<file path="src/hdl/blw_pkg.sv">
// Shared types and constants for the Bresenham line pixel writer.
// Used by the channel interfaces and by every module of the block.
package blw_pkg;

    localparam int COORD_BITS = 10;
    localparam int ROW_BITS   = 9;
    localparam int ADDR_BITS  = 18;
    localparam int ERR_BITS   = COORD_BITS + 2;
    localparam int LEVEL_BITS = 2;
    localparam int SHIFT_BITS = 3;

    localparam logic [ROW_BITS-1:0] ROW_BYTES_RESET = ROW_BITS'(74);

    typedef enum logic {
        CMD_LOAD    = 1'b0,
        CMD_ADVANCE = 1'b1
    } t_cmd;

    typedef logic [COORD_BITS-1:0] t_coord;

    typedef struct packed {
        t_cmd                  command;
        t_coord                start_x;
        t_coord                start_y;
        t_coord                end_x;
        t_coord                end_y;
        logic [LEVEL_BITS-1:0] gray_level;
    } t_in;

    typedef struct packed {
        logic                  write_valid;
        t_coord                pixel_x;
        t_coord                pixel_y;
        logic [LEVEL_BITS-1:0] pixel_value;
        logic                  last_pixel;
    } t_pix;

    typedef struct packed {
        logic                  write_valid;
        t_coord                pixel_x;
        t_coord                pixel_y;
        logic [ADDR_BITS-1:0]  byte_address;
        logic [SHIFT_BITS-1:0] bit_shift;
        logic [LEVEL_BITS-1:0] pixel_value;
        logic                  last_pixel;
    } t_res;

endpackage

</file>
<file path="src/hdl/blw_in_if.sv">
// Command channel of the line pixel writer: valid, ready and one command beat.
// Depends on blw_pkg.
interface blw_in_if
    import blw_pkg::*;
();
    logic                  valid;
    logic                  ready;
    t_cmd                  command;
    t_coord                start_x;
    t_coord                start_y;
    t_coord                end_x;
    t_coord                end_y;
    logic [LEVEL_BITS-1:0] gray_level;

    modport source (output valid, command, start_x, start_y, end_x, end_y, gray_level,
                    input ready);
    modport sink   (input valid, command, start_x, start_y, end_x, end_y, gray_level,
                    output ready);
endinterface

</file>
<file path="src/hdl/blw_out_if.sv">
// Pixel write channel of the line pixel writer: valid, ready and one result beat.
// Depends on blw_pkg.
interface blw_out_if
    import blw_pkg::*;
();
    logic                  valid;
    logic                  ready;
    logic                  write_valid;
    t_coord                pixel_x;
    t_coord                pixel_y;
    logic [ADDR_BITS-1:0]  byte_address;
    logic [SHIFT_BITS-1:0] bit_shift;
    logic [LEVEL_BITS-1:0] pixel_value;
    logic                  last_pixel;

    modport source (output valid, write_valid, pixel_x, pixel_y, byte_address, bit_shift,
                    pixel_value, last_pixel, input ready);
    modport sink   (input valid, write_valid, pixel_x, pixel_y, byte_address, bit_shift,
                    pixel_value, last_pixel, output ready);
endinterface

</file>
<file path="src/hdl/blw_cfg_if.sv">
// Configuration write channel: valid, ready and the row width in bytes.
// Depends on blw_pkg.
interface blw_cfg_if
    import blw_pkg::*;
();
    logic                valid;
    logic                ready;
    logic [ROW_BITS-1:0] row_bytes;

    modport source (output valid, row_bytes, input ready);
    modport sink   (input valid, row_bytes, output ready);
endinterface

</file>
<file path="src/hdl/blw_line_core.sv">
// Line state registers and the per-beat Bresenham step: set up on load, one pixel on advance.
// Depends on blw_pkg.
module blw_line_core
    import blw_pkg::*;
(
    input  logic i_clk,
    input  logic i_rst_n,
    input  logic i_accept,
    input  t_in  i_item,
    output t_pix o_pix
);

    logic                  r_active;
    logic                  r_steep;
    t_coord                r_major_pos;
    t_coord                r_major_end;
    t_coord                r_minor_pos;
    logic [ERR_BITS-1:0]   r_err;
    t_coord                r_major_delta;
    t_coord                r_minor_delta;
    logic                  r_step_down;
    logic [LEVEL_BITS-1:0] r_level;

    t_coord dx, dy, ma, mb, na, nb;
    logic   steep, swap;
    t_coord ld_major_pos, ld_major_end, ld_minor_pos, ld_minor_end;
    t_coord ld_major_delta, ld_minor_delta;

    logic                is_last;
    logic [ERR_BITS-1:0] err_sub;
    logic [ERR_BITS-1:0] n_err;
    t_coord              n_minor_pos;

    always_comb begin
        dx = (i_item.start_x > i_item.end_x) ? i_item.start_x - i_item.end_x
                                             : i_item.end_x - i_item.start_x;
        dy = (i_item.start_y > i_item.end_y) ? i_item.start_y - i_item.end_y
                                             : i_item.end_y - i_item.start_y;
        steep = dy > dx;
        ma = steep ? i_item.start_y : i_item.start_x;
        mb = steep ? i_item.end_y   : i_item.end_x;
        na = steep ? i_item.start_x : i_item.start_y;
        nb = steep ? i_item.end_x   : i_item.end_y;
        swap = ma > mb;
        ld_major_pos   = swap ? mb : ma;
        ld_major_end   = swap ? ma : mb;
        ld_minor_pos   = swap ? nb : na;
        ld_minor_end   = swap ? na : nb;
        ld_major_delta = steep ? dy : dx;
        ld_minor_delta = steep ? dx : dy;
    end

    always_comb begin
        is_last = r_major_pos == r_major_end;
        err_sub = r_err - {2'b00, r_minor_delta};
        n_err   = err_sub;
        n_minor_pos = r_minor_pos;
        if (err_sub[ERR_BITS-1]) begin
            n_err       = err_sub + {2'b00, r_major_delta};
            n_minor_pos = r_step_down ? r_minor_pos - COORD_BITS'(1)
                                      : r_minor_pos + COORD_BITS'(1);
        end
    end

    always_comb begin
        o_pix = '0;
        if (i_item.command == CMD_ADVANCE && r_active) begin
            o_pix.write_valid = 1'b1;
            o_pix.pixel_x     = r_steep ? r_minor_pos : r_major_pos;
            o_pix.pixel_y     = r_steep ? r_major_pos : r_minor_pos;
            o_pix.pixel_value = r_level;
            o_pix.last_pixel  = is_last;
        end
    end

    always_ff @(posedge i_clk) begin
        if (!i_rst_n) begin
            r_active <= 1'b0;
        end else if (i_accept) begin
            if (i_item.command == CMD_LOAD) begin
                r_active <= 1'b1;
            end else if (r_active && is_last) begin
                r_active <= 1'b0;
            end
        end
    end

    always_ff @(posedge i_clk) begin
        if (i_accept) begin
            if (i_item.command == CMD_LOAD) begin
                r_steep       <= steep;
                r_major_pos   <= ld_major_pos;
                r_major_end   <= ld_major_end;
                r_minor_pos   <= ld_minor_pos;
                r_major_delta <= ld_major_delta;
                r_minor_delta <= ld_minor_delta;
                r_err         <= {3'b000, ld_major_delta[COORD_BITS-1:1]};
                r_step_down   <= !(ld_minor_pos < ld_minor_end);
                r_level       <= i_item.gray_level;
            end else if (r_active) begin
                r_err       <= n_err;
                r_minor_pos <= n_minor_pos;
                if (!is_last) begin
                    r_major_pos <= r_major_pos + COORD_BITS'(1);
                end
            end
        end
    end

endmodule

</file>
<file path="src/hdl/blw_addr_gen.sv">
// Framebuffer byte address and bit shift of one pixel write, two bits per pixel.
// Depends on blw_pkg.
module blw_addr_gen
    import blw_pkg::*;
(
    input  t_pix                i_pix,
    input  logic [ROW_BITS-1:0] i_row_bytes,
    output t_res                o_res
);

    logic [COORD_BITS+ROW_BITS-1:0] row_offset;
    logic [COORD_BITS+ROW_BITS-1:0] addr_sum;

    always_comb begin
        row_offset = (COORD_BITS+ROW_BITS)'(i_pix.pixel_y)
                   * (COORD_BITS+ROW_BITS)'(i_row_bytes);
        addr_sum   = row_offset + (COORD_BITS+ROW_BITS)'(i_pix.pixel_x[COORD_BITS-1:2]);
        o_res = '0;
        if (i_pix.write_valid) begin
            o_res.write_valid  = 1'b1;
            o_res.pixel_x      = i_pix.pixel_x;
            o_res.pixel_y      = i_pix.pixel_y;
            o_res.byte_address = addr_sum[ADDR_BITS-1:0];
            o_res.bit_shift    = {~i_pix.pixel_x[1:0], 1'b0};
            o_res.pixel_value  = i_pix.pixel_value;
            o_res.last_pixel   = i_pix.last_pixel;
        end
    end

endmodule

</file>
<file path="src/hdl/bresenham_line_pixel_writer_top.sv">
// Top level of the Bresenham line pixel writer: handshake, row width register, result register.
// Depends on blw_pkg, the three channel interfaces, blw_line_core and blw_addr_gen.
//
// Every command beat produces exactly one result beat, in the cycle after it is accepted; a new
// command is accepted in every cycle in which the result register is empty or being drained,
// so the unstalled rate is one beat per clock. Loads and advances while idle return a result
// with write_valid low and all fields zero. The row width register takes a write in any cycle.
module bresenham_line_pixel_writer_top
    import blw_pkg::*;
(
    input  logic      i_clk,
    input  logic      i_rst_n,
    blw_in_if.sink    i_cmd,
    blw_cfg_if.sink   i_cfg,
    blw_out_if.source o_pix
);

    logic                r_out_valid;
    t_res                r_res;
    logic [ROW_BITS-1:0] r_row_bytes;

    logic in_accept;
    t_in  in_item;
    t_pix pix;
    t_res n_res;

    assign i_cmd.ready = !r_out_valid || o_pix.ready;
    assign in_accept   = i_cmd.valid && i_cmd.ready;
    assign i_cfg.ready = 1'b1;

    always_comb begin
        in_item.command    = i_cmd.command;
        in_item.start_x    = i_cmd.start_x;
        in_item.start_y    = i_cmd.start_y;
        in_item.end_x      = i_cmd.end_x;
        in_item.end_y      = i_cmd.end_y;
        in_item.gray_level = i_cmd.gray_level;
    end

    blw_line_core u_core (
        .i_clk    (i_clk),
        .i_rst_n  (i_rst_n),
        .i_accept (in_accept),
        .i_item   (in_item),
        .o_pix    (pix)
    );

    blw_addr_gen u_addr (
        .i_pix       (pix),
        .i_row_bytes (r_row_bytes),
        .o_res       (n_res)
    );

    always_ff @(posedge i_clk) begin
        if (!i_rst_n) begin
            r_row_bytes <= ROW_BYTES_RESET;
        end else if (i_cfg.valid) begin
            r_row_bytes <= i_cfg.row_bytes;
        end
    end

    always_ff @(posedge i_clk) begin
        if (!i_rst_n) begin
            r_out_valid <= 1'b0;
        end else if (in_accept) begin
            r_out_valid <= 1'b1;
        end else if (o_pix.ready) begin
            r_out_valid <= 1'b0;
        end
    end

    always_ff @(posedge i_clk) begin
        if (in_accept) begin
            r_res <= n_res;
        end
    end

    assign o_pix.valid        = r_out_valid;
    assign o_pix.write_valid  = r_res.write_valid;
    assign o_pix.pixel_x      = r_res.pixel_x;
    assign o_pix.pixel_y      = r_res.pixel_y;
    assign o_pix.byte_address = r_res.byte_address;
    assign o_pix.bit_shift    = r_res.bit_shift;
    assign o_pix.pixel_value  = r_res.pixel_value;
    assign o_pix.last_pixel   = r_res.last_pixel;

    a_beat_gives_result: assert property (@(posedge i_clk) disable iff (!i_rst_n)
        in_accept |=> o_pix.valid)
        else $error("Accepted command beat produced no result beat.");

    a_load_no_write: assert property (@(posedge i_clk) disable iff (!i_rst_n)
        in_accept && i_cmd.command == CMD_LOAD |=> !o_pix.write_valid)
        else $error("Load command produced a pixel write.");

    a_last_is_write: assert property (@(posedge i_clk) disable iff (!i_rst_n)
        o_pix.valid && o_pix.last_pixel |-> o_pix.write_valid)
        else $error("Last pixel flag set on a result without a write.");

endmodule

</file>
<file path="src/flat_wrapper.sv">
// flat-port wrapper written by rule: the top's interface ports become plain ports
module bresenham_line_pixel_writer_top_flat import blw_pkg::*;
  (i_clk, i_rst_n, i_cmd_valid, i_cmd_command, i_cmd_start_x, i_cmd_start_y, i_cmd_end_x, i_cmd_end_y, i_cmd_gray_level, i_cmd_ready, i_cfg_valid, i_cfg_row_bytes, i_cfg_ready, o_pix_valid, o_pix_write_valid, o_pix_pixel_x, o_pix_pixel_y, o_pix_byte_address, o_pix_bit_shift, o_pix_pixel_value, o_pix_last_pixel, o_pix_ready);
  blw_in_if i_cmd_i ();
  blw_cfg_if i_cfg_i ();
  blw_out_if o_pix_i ();
  input  logic i_clk;
  input  logic i_rst_n;
  input wire logic [$bits(i_cmd_i.valid)-1:0] i_cmd_valid;
  input wire logic [$bits(i_cmd_i.command)-1:0] i_cmd_command;
  input wire logic [$bits(i_cmd_i.start_x)-1:0] i_cmd_start_x;
  input wire logic [$bits(i_cmd_i.start_y)-1:0] i_cmd_start_y;
  input wire logic [$bits(i_cmd_i.end_x)-1:0] i_cmd_end_x;
  input wire logic [$bits(i_cmd_i.end_y)-1:0] i_cmd_end_y;
  input wire logic [$bits(i_cmd_i.gray_level)-1:0] i_cmd_gray_level;
  output wire logic [$bits(i_cmd_i.ready)-1:0] i_cmd_ready;
  input wire logic [$bits(i_cfg_i.valid)-1:0] i_cfg_valid;
  input wire logic [$bits(i_cfg_i.row_bytes)-1:0] i_cfg_row_bytes;
  output wire logic [$bits(i_cfg_i.ready)-1:0] i_cfg_ready;
  output wire logic [$bits(o_pix_i.valid)-1:0] o_pix_valid;
  output wire logic [$bits(o_pix_i.write_valid)-1:0] o_pix_write_valid;
  output wire logic [$bits(o_pix_i.pixel_x)-1:0] o_pix_pixel_x;
  output wire logic [$bits(o_pix_i.pixel_y)-1:0] o_pix_pixel_y;
  output wire logic [$bits(o_pix_i.byte_address)-1:0] o_pix_byte_address;
  output wire logic [$bits(o_pix_i.bit_shift)-1:0] o_pix_bit_shift;
  output wire logic [$bits(o_pix_i.pixel_value)-1:0] o_pix_pixel_value;
  output wire logic [$bits(o_pix_i.last_pixel)-1:0] o_pix_last_pixel;
  input wire logic [$bits(o_pix_i.ready)-1:0] o_pix_ready;
  assign i_cmd_i.valid = i_cmd_valid;
  assign i_cmd_i.command = i_cmd_command;
  assign i_cmd_i.start_x = i_cmd_start_x;
  assign i_cmd_i.start_y = i_cmd_start_y;
  assign i_cmd_i.end_x = i_cmd_end_x;
  assign i_cmd_i.end_y = i_cmd_end_y;
  assign i_cmd_i.gray_level = i_cmd_gray_level;
  assign i_cmd_ready = i_cmd_i.ready;
  assign i_cfg_i.valid = i_cfg_valid;
  assign i_cfg_i.row_bytes = i_cfg_row_bytes;
  assign i_cfg_ready = i_cfg_i.ready;
  assign o_pix_valid = o_pix_i.valid;
  assign o_pix_write_valid = o_pix_i.write_valid;
  assign o_pix_pixel_x = o_pix_i.pixel_x;
  assign o_pix_pixel_y = o_pix_i.pixel_y;
  assign o_pix_byte_address = o_pix_i.byte_address;
  assign o_pix_bit_shift = o_pix_i.bit_shift;
  assign o_pix_pixel_value = o_pix_i.pixel_value;
  assign o_pix_last_pixel = o_pix_i.last_pixel;
  assign o_pix_i.ready = o_pix_ready;
  bresenham_line_pixel_writer_top u_core (.i_clk(i_clk), .i_rst_n(i_rst_n), .i_cmd(i_cmd_i), .i_cfg(i_cfg_i), .o_pix(o_pix_i));
endmodule
</file>
<file path="config.mk">
export PLATFORM = sky130hd
export DESIGN_NAME = bresenham_line_pixel_writer_top_flat
export DESIGN_NICKNAME = d
export VERILOG_FILES = /design/src/hdl/blw_pkg.sv /design/src/hdl/blw_in_if.sv /design/src/hdl/blw_out_if.sv /design/src/hdl/blw_cfg_if.sv /design/src/hdl/blw_line_core.sv /design/src/hdl/blw_addr_gen.sv /design/src/hdl/bresenham_line_pixel_writer_top.sv /design/src/flat_wrapper.sv
export SDC_FILE = /design/constraint.sdc
export NUM_CORES = 1
export LEC_CHECK = 0
export CORE_ASPECT_RATIO = 2
export CORE_UTILIZATION = 45
export DETAILED_ROUTE_END_ITERATION = 16
export DONT_BUFFER_PORTS = 1
export GPL_TIMING_DRIVEN = 0
export SYNTH_ARGS = -nofsm -noshare
export SYNTH_HDL_FRONTEND = slang
export SYNTH_HIERARCHICAL = 1
export SYNTH_SLANG_ARGS = --single-unit
</file>
<file path="constraint.sdc">
create_clock -name i_clk -period 13 [get_ports i_clk]
set_input_delay 2.6 -clock i_clk [delete_from_list [all_inputs] [get_ports i_clk]]
set_output_delay 2.6 -clock i_clk [all_outputs]
set_load 0.005 [all_outputs]
</file>
==> flow_metrics.py <==
metrics = {
    "run_status": {
        "status": "finished, final reports clean",
    },
    "power": {
        "p_comb_frac": 0.575,
        "cellPowerDensity_nw_per_um2": 186.0,
        "p_switching_w": 0.001123,
        "seqPwrFrac": 0.216,
        "power_w": 0.002699,
        "leakage_nw": 6.747,
        "p_sw_frac": 0.4161,
        "p_clk_frac": 0.209,
        "intPower_w": 0.001576,
        "ir_worst_vdd_uv": 102.0,
    },
    "cts": {
        "cts_hold_buf": 0,
        "clock_path_buffers": 2,
        "cts_tree": "built",
        "cts_buffers": 17,
        "clock-sinks": 122,
        "clockRootBuffer": "clkbuf_16",
        "h-tree-depth": 4,
        "cts_resized": 0,
        "post_cts_buffers": 0,
        "clk_latency_ps": 440,
        "clk_pin_slew_worst_paths_ps": 60,
    },
    "synth": {
        "synth_adder_area_share": 0.2409,
        "syn_avg_cell_area_um2": 9.574,
        "yosys.area_share.simple": 0.1415,
        "synth_top_family_by_area": "adder cells",
        "synth_compound_gate_area_share": 0.1261,
        "synth_flop_cell": "edfxtp_1",
        "synth_cells": 1390,
        "syn-num-nets": 1663,
        "synth_area_um2": 13310,
        "yosys_warnings": 6,
        "synthMuxAreaShare": 0.1153,
        "synth_seq_cells": 122,
        "async_flop_share": 0,
        "synth_cell_types": 82,
        "synth_edf_count": 111,
        "yosys.area_share.xor_xnor": 0.04203,
        "yosysSeqAreaShare": 0.2670,
    },
    "floorplanning": {
        "die_area_um2": 30310,
        "die_height_um": 245.2,
        "rows": 88,
        "fp.dieW_um": 123.6,
        "start_util": 0.4596,
        "num_io_pins": 105,
        "core_area_um2": 28960,
    },
    "route": {
        "wl_per_cell_um": 20.97,
        "drc_errors": 0,
        "first_pass_iters": 5,
        "num_vias": 10200,
        "wl_mm": 37.41,
        "ant_nets": 0,
        "drt-initial-drc-count": 450,
        "vias_per_cell": 5.716,
    },
    "cells_and_area": {
        "final_nets": 1684,
        "syn_to_final_growth_pct": 9.036,
        "multi_input_area_um2": 8876,
        "finish.utilization": 0.5011,
        "antenna_cells": 0,
        "final_cell_mix": "inv_1 (160), ha_1 (149), mux2i_1 (127)",
        "layout-drive-gt1-share": 0.07303,
        "regArea_um2": 3553,
        "fill_cells": 2759,
        "stdcell_area_um2": 14510,
        "layout_commonest_cell": "inv_1",
    },
    "timing": {
        "slew_headroom": 0.2996,
        "maxSlewViolCount": 0,
        "rsz0062_at_grt": "false",
        "fin_setup_tns_ps": 0,
        "hold_ws_ps": 497.1,
        "skew_ps": 10.03,
        "finalHoldViolCount": 0,
        "setup_viol": 0,
        "fmax_mhz": 89.88,
        "finalCriticalPeriod_ps": 11130,
        "tightest_slew_ps": 1051,
        "min_period_over_period": 0.8559,
    },
    "grt": {
        "grt_pass1_wl_mm": 58.05,
        "grt_max_degree": 41,
        "grt_usage": 0.2609,
        "first_global_vias": 10860,
        "antenna_found_initial": 0,
        "grt_overflow": 0,
    },
    "worst_setup_path": {
        "cp-end-kind": "flip-flop",
        "cpPeakStageDelay_ps": 640,
        "crit_path_max_fanout": 10,
        "required_ps": 13150,
        "crit_slowest_cell": "buf_1",
        "start_kind": "input port",
        "cp.arrival_ps": 11280,
        "path_class": "input port to flip-flop",
        "cpMostUsedCell": "ha_1",
    },
    "placement": {
        "gp_congestion": 1.097,
        "place_area_um2": 13810,
        "hpwlAfterDp_mm": 31.44,
        "io_buffers": 0,
    },
    "flow_run": {
        "drv_cap": 0,
    },
    "worst_hold_path": {
        "hold_class": "flip-flop to flip-flop",
    },
}
==> registers in the layout, summed over array words and instances, names as in the netlist, 2 cells and up <==
| name | cells |
|---|---|
| u_core/o_pix.byte_address | 18 |
| u_core/u_core/r_err | 12 |
| u_core/o_pix.pixel_x | 10 |
| u_core/o_pix.pixel_y | 10 |
| u_core/u_core/r_major_delta | 10 |
| u_core/u_core/r_major_end | 10 |
| u_core/u_core/r_major_pos | 10 |
| u_core/u_core/r_minor_delta | 10 |
| u_core/u_core/r_minor_pos | 10 |
| u_core/r_row_bytes | 9 |
| u_core/o_pix.bit_shift | 3 |
| u_core/o_pix.pixel_value | 2 |
| u_core/u_core/r_level | 2 |
==> synth_stat cells (all sizes together), types with 23 or more instances <==
| cell | number | share of area |
|---|---|---|
| clkbuf | 37 | 0.011 |
| inv | 162 | 0.046 |
| ha | 149 | 0.14 |
| o21ai | 60 | 0.023 |
| fa | 67 | 0.10 |
| nand2 | 100 | 0.029 |
| mux2 | 23 | 0.020 |
| buf | 23 | 0.010 |
| xnor2 | 44 | 0.030 |
| edfxtp | 111 | 0.25 |
| mux2i | 127 | 0.096 |
| and2 | 87 | 0.041 |
| a21o | 23 | 0.013 |
| a21oi | 49 | 0.020 |
| nor2 | 74 | 0.022 |
==> final cells by class <==
class,instances,area share
repair buffers,2,0.003277
clock buffers,17,0.02932
multi-input cells,1046,0.6117
inverters,162,0.04191
clock inverters,15,0.01863
plain buffers,60,0.01923
flip-flops and latches,122,0.2449
well taps,360,0.03104
==> worst paths after layout <==
| check | cells after the start | slack [ps] | startpoint | endpoint |
|---|---|---|---|---|
| max | 36 | 1870 | i_cmd_start_x[0] | u_core/u_core/r_step_down |
| min | 2 | 500 | u_core/r_row_bytes[1] | u_core/r_row_bytes[1] |
| max reg2reg | 21 | 6510 | u_core/u_core/r_steep | u_core/o_pix.byte_address[15] |
| min reg2reg | 2 | 500 | u_core/r_row_bytes[1] | u_core/r_row_bytes[1] |
==> critical path, delay by kind of cell <==
family	cells	cell delay, ps
AOI/OAI and AO/OA	17	3420
and+or+nand+nor	4	530
buffers and inverters	8	2390
xor gates and xnor gates	1	470
muxes	1	350
adders and majority gates	5	1490
==> per-stage QoR <==
stage | cells | worst slack [ps]
6_report | 1784 | 1874
3_5_place_dp | 1752 | 1587
3_3_place_gp | 1750 | 1551
5_1_grt | 1784 | 1500
4_1_cts | 1784 | 2027
2_1_floorplan | 1390 | 3237
==> layer usage <==
metal	global-route usage	wire [um]	vias up	share of wire
met5	0	0	-	0
met4	0.1988	2942	0	0.079
met3	0.04252	1181	109	0.032
met2	0.5145	21560	248	0.58
met1	0.2189	11720	4951	0.31
li1	-	-	4889	-
==> cells by family (layout without fill, tap and decap cells) <==
family / after synthesis / in the layout
other: 2 / 2
AO/OA/AOI/OAI: 247 / 247
adder cells (fa/ha/maj): 216 / 216
multiplexers: 150 / 150
AND/OR/NAND/NOR: 368 / 368
XOR/XNOR: 63 / 63
flip-flops: 122 / 122
buffers and inverters: 222 / 256
==> power by group through the flow <==
stage	combinational, W	clock [W]	sequential [W]
after global routing	0.00170	0.000588	0.000589
after CTS	0.00155	0.000573	0.000583
after floorplan	0.00117	0	0.000574
final	0.00155	0.000563	0.000583
after detailed placement	0.00154	0	0.000591
after global placement	0.00152	0	0.000590
No activity file was read; power rests on OpenSTA's default activity.
